[config.mk]
export PLATFORM = sky130hd
export DESIGN_NAME = turtle_plotter_bitmap_core_flat
export DESIGN_NICKNAME = d
export VERILOG_FILES = /design/src/rtl/core/tpb_pkg.sv /design/src/rtl/core/tpb_cmd_if.sv /design/src/rtl/core/tpb_row_if.sv /design/src/rtl/core/turtle_plotter_bitmap_core.sv /design/src/flat_wrapper.sv
export SDC_FILE = /design/constraint.sdc
export NUM_CORES = 1
export LEC_CHECK = 0
export BUFFER_PORTS_ARGS = -buffer_cell sky130_fd_sc_hd__buf_4
export CORE_UTILIZATION = 40
export CTS_CLUSTER_DIAMETER = 80
export DETAILED_ROUTE_END_ITERATION = 8
export SETUP_SLACK_MARGIN = 0.1
export SYNTH_ARGS = -nofsm -noshare
export SYNTH_HDL_FRONTEND = slang
export SYNTH_SLANG_ARGS = --single-unit
[constraint.sdc]
create_clock -name clk_i -period 4.51 [get_ports clk_i]
set_clock_uncertainty 0.15 [all_clocks]
set_input_delay 1.1275 -clock clk_i [delete_from_list [all_inputs] [get_ports clk_i]]
set_output_delay 1.1275 -clock clk_i [all_outputs]
set_load 0.02 [all_outputs]
[src/rtl/core/tpb_pkg.sv]
// Shared types and constants of the turtle plotter bitmap block.
package tpb_pkg;

  localparam int ROWS      = 32;
  localparam int COLS      = 32;
  localparam int ROW_W     = $clog2(ROWS);
  localparam int COL_W     = $clog2(COLS);
  localparam int DISP_ROWS = (ROWS < 32) ? ROWS : 32;
  localparam int DISP_W    = (COLS < 32) ? COLS : 32;

  localparam int OP_W      = 3;
  localparam int DIST_W    = 8;
  localparam int IDX_W     = 5;
  localparam int BITS_W    = 32;

  typedef enum logic [OP_W-1:0] {
    OP_PEN_UP   = 3'd0,
    OP_PEN_DOWN = 3'd1,
    OP_TURN_R   = 3'd2,
    OP_TURN_L   = 3'd3,
    OP_MOVE     = 3'd4,
    OP_DISPLAY  = 3'd5
  } op_e;

  typedef enum logic [1:0] {
    HEAD_N = 2'd0,
    HEAD_E = 2'd1,
    HEAD_S = 2'd2,
    HEAD_W = 2'd3
  } head_e;

  typedef enum logic [2:0] {
    ST_IDLE,
    ST_MOVE,
    ST_MARK,
    ST_DISP_RD,
    ST_DISP_LD
  } st_e;

endpackage

[src/rtl/core/tpb_cmd_if.sv]
// Command channel carrying one turtle command per item.
interface tpb_cmd_if;
  logic                       valid;
  logic                       ready;
  logic [tpb_pkg::OP_W-1:0]   opcode;
  logic [tpb_pkg::DIST_W-1:0] distance;

  modport source (output valid, output opcode, output distance, input ready);
  modport sink (input valid, input opcode, input distance, output ready);
endinterface

[src/rtl/core/tpb_row_if.sv]
// Row channel carrying one displayed floor row per item.
interface tpb_row_if;
  logic                       valid;
  logic                       ready;
  logic [tpb_pkg::IDX_W-1:0]  row_index;
  logic [tpb_pkg::BITS_W-1:0] row_bits;
  logic                       last_row;

  modport source (output valid, output row_index, output row_bits, output last_row,
                  input ready);
  modport sink (input valid, input row_index, input row_bits, input last_row,
                output ready);
endinterface

[src/rtl/core/turtle_plotter_bitmap_core.sv]
// Top level of the turtle plotter bitmap block: sequencer, floor memory and row output.
//
// One command is taken at a time; cmd_i.ready is high only while the sequencer is idle.
// Pen and turn commands complete in the idle state. A move steps one cell at a time; with
// the pen down each marked cell is a read-modify-write of its row in the single-port floor
// memory, read in ST_MOVE and written in ST_MARK; the distance is clipped at the floor edge
// before stepping starts. A display reads the floor row by row, a read in ST_DISP_RD and a
// load of the output register in ST_DISP_LD, which waits while the row channel stalls.
// Reset clears the floor at once through one valid bit per row; no clearing pass is needed.
module turtle_plotter_bitmap_core (
  input  logic clk_i,
  input  logic rst_ni,
  tpb_cmd_if.sink   cmd_i,
  tpb_row_if.source row_o
);

  localparam logic [tpb_pkg::DIST_W-1:0] RowLast = tpb_pkg::DIST_W'(tpb_pkg::ROWS - 1);
  localparam logic [tpb_pkg::DIST_W-1:0] ColLast = tpb_pkg::DIST_W'(tpb_pkg::COLS - 1);
  localparam logic [tpb_pkg::ROW_W-1:0]  DispLast =
    tpb_pkg::ROW_W'(tpb_pkg::DISP_ROWS - 1);

  tpb_pkg::st_e state_q, state_d;
  tpb_pkg::head_e heading_q, heading_d;
  logic pen_q, pen_d;
  logic [tpb_pkg::ROW_W-1:0]  cur_row_q, cur_row_d;
  logic [tpb_pkg::COL_W-1:0]  cur_col_q, cur_col_d;
  logic [tpb_pkg::DIST_W-1:0] steps_q, steps_d;
  logic [tpb_pkg::ROW_W-1:0]  disp_q, disp_d;

  logic [tpb_pkg::DISP_W-1:0] floor_mem [tpb_pkg::ROWS];
  logic [tpb_pkg::ROWS-1:0]   row_vld_q;
  logic [tpb_pkg::DISP_W-1:0] rd_data_q;
  logic                       rd_vld_q;
  logic                       mem_rd;
  logic [tpb_pkg::ROW_W-1:0]  mem_addr;
  logic                       mem_we;
  logic [tpb_pkg::DISP_W-1:0] mem_wdata;

  logic                       out_vld_q, out_vld_d;
  logic [tpb_pkg::ROW_W-1:0]  out_idx_q, out_idx_d;
  logic [tpb_pkg::DISP_W-1:0] out_bits_q, out_bits_d;
  logic                       out_last_q, out_last_d;

  logic                       accept;
  logic [tpb_pkg::DIST_W-1:0] room;
  logic [tpb_pkg::DIST_W-1:0] clip_dist;
  logic                       out_free;
  tpb_pkg::op_e               op;

  assign accept   = cmd_i.valid && cmd_i.ready;
  assign op       = tpb_pkg::op_e'(cmd_i.opcode);
  assign out_free = !out_vld_q || row_o.ready;

  always_comb begin
    case (heading_q)
      tpb_pkg::HEAD_N: room = tpb_pkg::DIST_W'(cur_row_q);
      tpb_pkg::HEAD_S: room = RowLast - tpb_pkg::DIST_W'(cur_row_q);
      tpb_pkg::HEAD_E: room = ColLast - tpb_pkg::DIST_W'(cur_col_q);
      default:         room = tpb_pkg::DIST_W'(cur_col_q);
    endcase
    clip_dist = (cmd_i.distance > room) ? room : cmd_i.distance;
  end

  // Next state.
  always_comb begin
    state_d = state_q;
    case (state_q)
      tpb_pkg::ST_IDLE: begin
        if (accept && op == tpb_pkg::OP_MOVE) begin
          state_d = tpb_pkg::ST_MOVE;
        end else if (accept && op == tpb_pkg::OP_DISPLAY) begin
          state_d = tpb_pkg::ST_DISP_RD;
        end
      end
      tpb_pkg::ST_MOVE: begin
        if (steps_q == '0) begin
          state_d = tpb_pkg::ST_IDLE;
        end else if (pen_q) begin
          state_d = tpb_pkg::ST_MARK;
        end
      end
      tpb_pkg::ST_MARK:    state_d = tpb_pkg::ST_MOVE;
      tpb_pkg::ST_DISP_RD: state_d = tpb_pkg::ST_DISP_LD;
      tpb_pkg::ST_DISP_LD: begin
        if (out_free) begin
          state_d = (disp_q == DispLast) ? tpb_pkg::ST_IDLE : tpb_pkg::ST_DISP_RD;
        end
      end
      default: state_d = tpb_pkg::ST_IDLE;
    endcase
  end

  // Datapath and outputs.
  always_comb begin
    heading_d  = heading_q;
    pen_d      = pen_q;
    cur_row_d  = cur_row_q;
    cur_col_d  = cur_col_q;
    steps_d    = steps_q;
    disp_d     = disp_q;
    mem_rd     = 1'b0;
    mem_addr   = cur_row_q;
    mem_we     = 1'b0;
    mem_wdata  = (rd_vld_q ? rd_data_q : '0) | (tpb_pkg::DISP_W'(1) << cur_col_q);
    out_vld_d  = out_vld_q && !row_o.ready;
    out_idx_d  = out_idx_q;
    out_bits_d = out_bits_q;
    out_last_d = out_last_q;
    cmd_i.ready = (state_q == tpb_pkg::ST_IDLE);

    case (state_q)
      tpb_pkg::ST_IDLE: begin
        if (accept) begin
          case (op)
            tpb_pkg::OP_PEN_UP:   pen_d = 1'b0;
            tpb_pkg::OP_PEN_DOWN: pen_d = 1'b1;
            tpb_pkg::OP_TURN_R:   heading_d = tpb_pkg::head_e'(heading_q + 2'd1);
            tpb_pkg::OP_TURN_L:   heading_d = tpb_pkg::head_e'(heading_q - 2'd1);
            tpb_pkg::OP_MOVE:     steps_d = clip_dist;
            tpb_pkg::OP_DISPLAY:  disp_d = '0;
            default: ;
          endcase
        end
      end
      tpb_pkg::ST_MOVE, tpb_pkg::ST_MARK: begin
        if (state_q == tpb_pkg::ST_MOVE && steps_q != '0 && pen_q) begin
          mem_rd = 1'b1;
        end
        if (state_q == tpb_pkg::ST_MARK) begin
          mem_we = 1'b1;
        end
        if ((state_q == tpb_pkg::ST_MOVE && steps_q != '0 && !pen_q) ||
            state_q == tpb_pkg::ST_MARK) begin
          steps_d = steps_q - 1'b1;
          case (heading_q)
            tpb_pkg::HEAD_N: cur_row_d = cur_row_q - 1'b1;
            tpb_pkg::HEAD_S: cur_row_d = cur_row_q + 1'b1;
            tpb_pkg::HEAD_E: cur_col_d = cur_col_q + 1'b1;
            default:         cur_col_d = cur_col_q - 1'b1;
          endcase
        end
      end
      tpb_pkg::ST_DISP_RD: begin
        mem_rd   = 1'b1;
        mem_addr = disp_q;
      end
      tpb_pkg::ST_DISP_LD: begin
        if (out_free) begin
          out_vld_d  = 1'b1;
          out_idx_d  = disp_q;
          out_bits_d = rd_vld_q ? rd_data_q : '0;
          out_last_d = (disp_q == DispLast);
          disp_d     = disp_q + 1'b1;
        end
      end
      default: ;
    endcase
  end

  assign row_o.valid     = out_vld_q;
  assign row_o.row_index = tpb_pkg::IDX_W'(out_idx_q);
  assign row_o.row_bits  = tpb_pkg::BITS_W'(out_bits_q);
  assign row_o.last_row  = out_last_q;

  always_ff @(posedge clk_i or negedge rst_ni) begin
    if (!rst_ni) begin
      state_q   <= tpb_pkg::ST_IDLE;
      heading_q <= tpb_pkg::HEAD_E;
      pen_q     <= 1'b0;
      cur_row_q <= '0;
      cur_col_q <= '0;
      steps_q   <= '0;
      disp_q    <= '0;
      out_vld_q <= 1'b0;
      row_vld_q <= '0;
    end else begin
      state_q   <= state_d;
      heading_q <= heading_d;
      pen_q     <= pen_d;
      cur_row_q <= cur_row_d;
      cur_col_q <= cur_col_d;
      steps_q   <= steps_d;
      disp_q    <= disp_d;
      out_vld_q <= out_vld_d;
      if (mem_we) begin
        row_vld_q[mem_addr] <= 1'b1;
      end
    end
  end

  always_ff @(posedge clk_i) begin
    out_idx_q  <= out_idx_d;
    out_bits_q <= out_bits_d;
    out_last_q <= out_last_d;
  end

  // Floor memory: one port, registered read.
  always_ff @(posedge clk_i) begin
    if (mem_we) begin
      floor_mem[mem_addr] <= mem_wdata;
    end
    if (mem_rd) begin
      rd_data_q <= floor_mem[mem_addr];
      rd_vld_q  <= row_vld_q[mem_addr];
    end
  end

endmodule
[src/flat_wrapper.sv]
// flat-port wrapper written by rule: the top's interface ports become plain ports
module turtle_plotter_bitmap_core_flat 
  (clk_i, rst_ni, cmd_i_valid, cmd_i_opcode, cmd_i_distance, cmd_i_ready, row_o_valid, row_o_row_index, row_o_row_bits, row_o_last_row, row_o_ready);
  tpb_cmd_if cmd_i_i ();
  tpb_row_if row_o_i ();
  input  logic clk_i;
  input  logic rst_ni;
  input wire logic [$bits(cmd_i_i.valid)-1:0] cmd_i_valid;
  input wire logic [$bits(cmd_i_i.opcode)-1:0] cmd_i_opcode;
  input wire logic [$bits(cmd_i_i.distance)-1:0] cmd_i_distance;
  output wire logic [$bits(cmd_i_i.ready)-1:0] cmd_i_ready;
  output wire logic [$bits(row_o_i.valid)-1:0] row_o_valid;
  output wire logic [$bits(row_o_i.row_index)-1:0] row_o_row_index;
  output wire logic [$bits(row_o_i.row_bits)-1:0] row_o_row_bits;
  output wire logic [$bits(row_o_i.last_row)-1:0] row_o_last_row;
  input wire logic [$bits(row_o_i.ready)-1:0] row_o_ready;
  assign cmd_i_i.valid = cmd_i_valid;
  assign cmd_i_i.opcode = cmd_i_opcode;
  assign cmd_i_i.distance = cmd_i_distance;
  assign cmd_i_ready = cmd_i_i.ready;
  assign row_o_valid = row_o_i.valid;
  assign row_o_row_index = row_o_i.row_index;
  assign row_o_row_bits = row_o_i.row_bits;
  assign row_o_last_row = row_o_i.last_row;
  assign row_o_i.ready = row_o_ready;
  turtle_plotter_bitmap_core u_core (.clk_i(clk_i), .rst_ni(rst_ni), .cmd_i(cmd_i_i), .row_o(row_o_i));
endmodule
==> impl_metrics.toml <==
[sta]
hold_viol = 0
fin_crit_ns = 3.48
maxSlewViolCount = 0
slew_headroom_pct = 9.84
fmax_ghz = 0.287
fin_tns_setup_ns = 0
rsz0062_at_grt = "no"
fin_hold_ws_ns = 0.317
fin_crit_sh_pct = 77.3
worst_slew_pin_slew_ns = 1.35
finalSetupViolCount = 0
worst_slack_ns = 1.03

[yosys]
post_synth_num_cell_types = 73
synth.area.top_cells = "edfxtp_1 66%, mux2i_1 9.6%, mux4_2 6.1%"
netlist.area_leader.share_pct = 65.9
syn_area_um2 = 49900
async_flop_share_pct = 5.36
synth_warnings = 0
synth-main-ff-cell = "edfxtp_1"
synth_seq_cells = 1157
yosysTopAreaCell = "edfxtp_1"
synth_edf_count = 1095
yosysSeqAreaShare_pct = 69.0
postSynthAreaPerCell_um2 = 15.9
netlist_instances = 3140
synth_fp_nets = 3184

[outcome]
status = "complete, no violations"

[global_routing]
grt_pass1_wl_um = 204000
grt_max_degree = 94
first_global_vias = 28649
antenna_found_initial = 4
gr-usage-all-layers_pct = 22.5
gr-total-overflow = 0

[run]
drv_cap = 0

[critical_path]
startpoint = "u_core.state_q[1]"
critical_path.top_delay_family = "compound AO/OA/AOI/OAI gates"
crit_path_end_kind = "flop"
crit_fanout = 37
start_kind = "flop"
path_common_cell = "mux2i_1"
critPathSlowestCell = "a21o_4"
crit_chain = "and4b_1 > a21o_4 > buf_4 > mux2i_1 > mux2i_1 > a22oi_1 > nand4_1"
cpPeakStageDelay_ns = 0.63
critPathBufInv = 1
cp.arrival_ns = 3.78
r2r_start = "u_core.state_q[1]"
crit_required_ns = 4.81
crit_type = "flop to flop"

[die]
fp-row-count = 129
die_h_um = 355
ioPinCount = 55
coreArea_um2 = 124000
start_util_pct = 40.3
dieArea_um2 = 126000
die_x_um = 355

[detailed_routing]
via_count = 29337
ant_nets = 0
vias_per_cell = 5.88
drc = 0
drt_wl_total_um = 143000
firstDrtPassIters = 6
drtIter0Drc = 3558
detail_route.wl_per_cell_um = 28.6

[clock_network]
post-cts-setup-buffers = 0
clk_latency_ns = 0.72
clk_path_buf_depth = 3
ctsRootBufferMaster = "clkbuf_16"
cts-resized-gates = 0
cts_buffers = 117
cts_tree = "done"
ctsHoldBuffers = 0
path_clk_slew_ns = 0.06
clkSinkCount = 1157
cts_max_level = 3

[final_layout]
fin_cells = 4991
drive_gt1_share_pct = 18.2
area_delta_synth_final_pct = 14.1
nets = 3300

[place]
pre_cts_ws_ns = 1.04
placed_cells = 4774
dpl.hpwl_um = 80400
port_buffers = 54
gp_congestion = 0.838

[pwr]
leakagePower_nw = 20.1
power.density_nw_per_um2 = 676
irDropWorstVdd_uv = 544

[worst_hold_path]
hp-class = "flop to flop"
hold_start = "u_core.row_vld_q[17]"
==> cell type report <==
class | instances | area (um2)
Antenna cell | 1 | 2.50
Inverter | 26 | 97.6
Timing Repair Buffer | 192 | 1820
Multi-Input combinational cell | 1762 | 14800
Clock inverter | 75 | 656
Clock buffer | 141 | 3040
Tap cell | 1637 | 2050
Fill cell | 10676 | 66700
Sequential cell | 1157 | 34400
==> registers in the layout (all words and copies together), names as in the netlist <==
name                    flops
u_core.cur_col_q            5
u_core.cur_row_q            5
u_core.disp_q               5
u_core.floor_mem         1024
u_core.heading_q            2
u_core.pen_q                1
u_core.rd_data_q           32
u_core.rd_vld_q             1
u_core.row_o.last_row       1
u_core.row_o.row_bits      32
u_core.row_o.row_index      5
u_core.row_o.valid          1
u_core.row_vld_q           32
u_core.state_q              3
u_core.steps_q              8
==> kinds of logic after synthesis <==
group	Yosys count	share of synthesized area (%)
flops	1157	69.0
simple gates	742	7.15
mux	621	16.0
compound gates	357	4.75
buf+inv	221	2.12
fa+ha+maj	29	0.757
xor+xnor	13	0.228
==> report_power, final <==
group	internal (mW)	leakage (nW)	switching, mW
combinational	4.90	7.55	9.18
sequential	14.3	10.8	0.592
clock	5.40	1.80	4.10
==> worst reg2reg max path: stages (launching register included) <==
cell	delay, ns
dfrtp_1	0.62
and4b_1	0.47
a21o_4	0.64
buf_4	0.59
mux2i_1	0.28
mux2i_1	0.09
a22oi_1	0.27
nand4_1	0.13
==> synthesized netlist by cell type, types with 30 or more instances <==
master and count:
and3_1 30, nand2_1 316, nor2b_1 30, edfxtp_1 1095, nand3_1 168, mux2i_1 477, or2_2 30, a31oi_1 60
buf_2 83, nor2_1 57, clkbuf_1 65, o21bai_1 35, a22oi_1 57, a21oi_1 108, and2_1 37, mux4_2 136
dfrtp_1 61, nand4_1 41
==> final timing paths <==
check	to	slack [ns]	cells after the start
max reg2reg	u_core.rd_data_q[16]	1.03	7
max in group asynchronous	u_core.cur_row_q[1]	3.16	1
min reg2reg	u_core.row_vld_q[17]	0.32	1
min in group asynchronous	u_core.cur_row_q[0]	0.39	1
min	u_core.row_vld_q[17]	0.32	1
max	u_core.rd_data_q[16]	1.03	7
==> per-stage QoR <==
| stage | cell area [um2] | power, mW | utilization [%] |
|---|---|---|---|
| floorplan | 49900 | 24.1 | - |
| global placement | 53200 | 28.9 | 43.0 |
| detailed placement | 53200 | 29.1 | 43.0 |
| CTS | 56900 | 38.5 | 46.0 |
| global route | 56900 | 40.0 | 46.0 |
| finish | 56900 | 38.5 | 46.0 |
==> placed cells by master, fill, tap and decap left out, types with 23 or more instances in the layout <==
cell type / instances
clkinv_1: 34
a2111oi_0: 27
o21bai_2: 25
nand4_1: 41
nand2_1: 315
dfrtp_1: 57
mux2i_1: 477
buf_4: 162
nor2b_1: 30
a21oi_1: 108
ha_1: 27
nand3_1: 167
clkbuf_1: 23
buf_12: 30
mux4_2: 136
clkbuf_16: 118
and2_1: 37
nor2_4: 37
or2_2: 30
edfxtp_1: 1095
a22oi_1: 57
a31oi_1: 60
inv_1: 25
and3_1: 30
==> per-layer routing <==
layer  global-route usage, %  vias up  wire length (um)
li1                        -    12560                 -
met1                    31.7    15202             60400
met2                    35.7     1334             66500
met3                    4.07      239             11900
met4                    6.28        2              3670
met5                       0        -                13
Note: power is estimated with default switching activity, not from simulation.
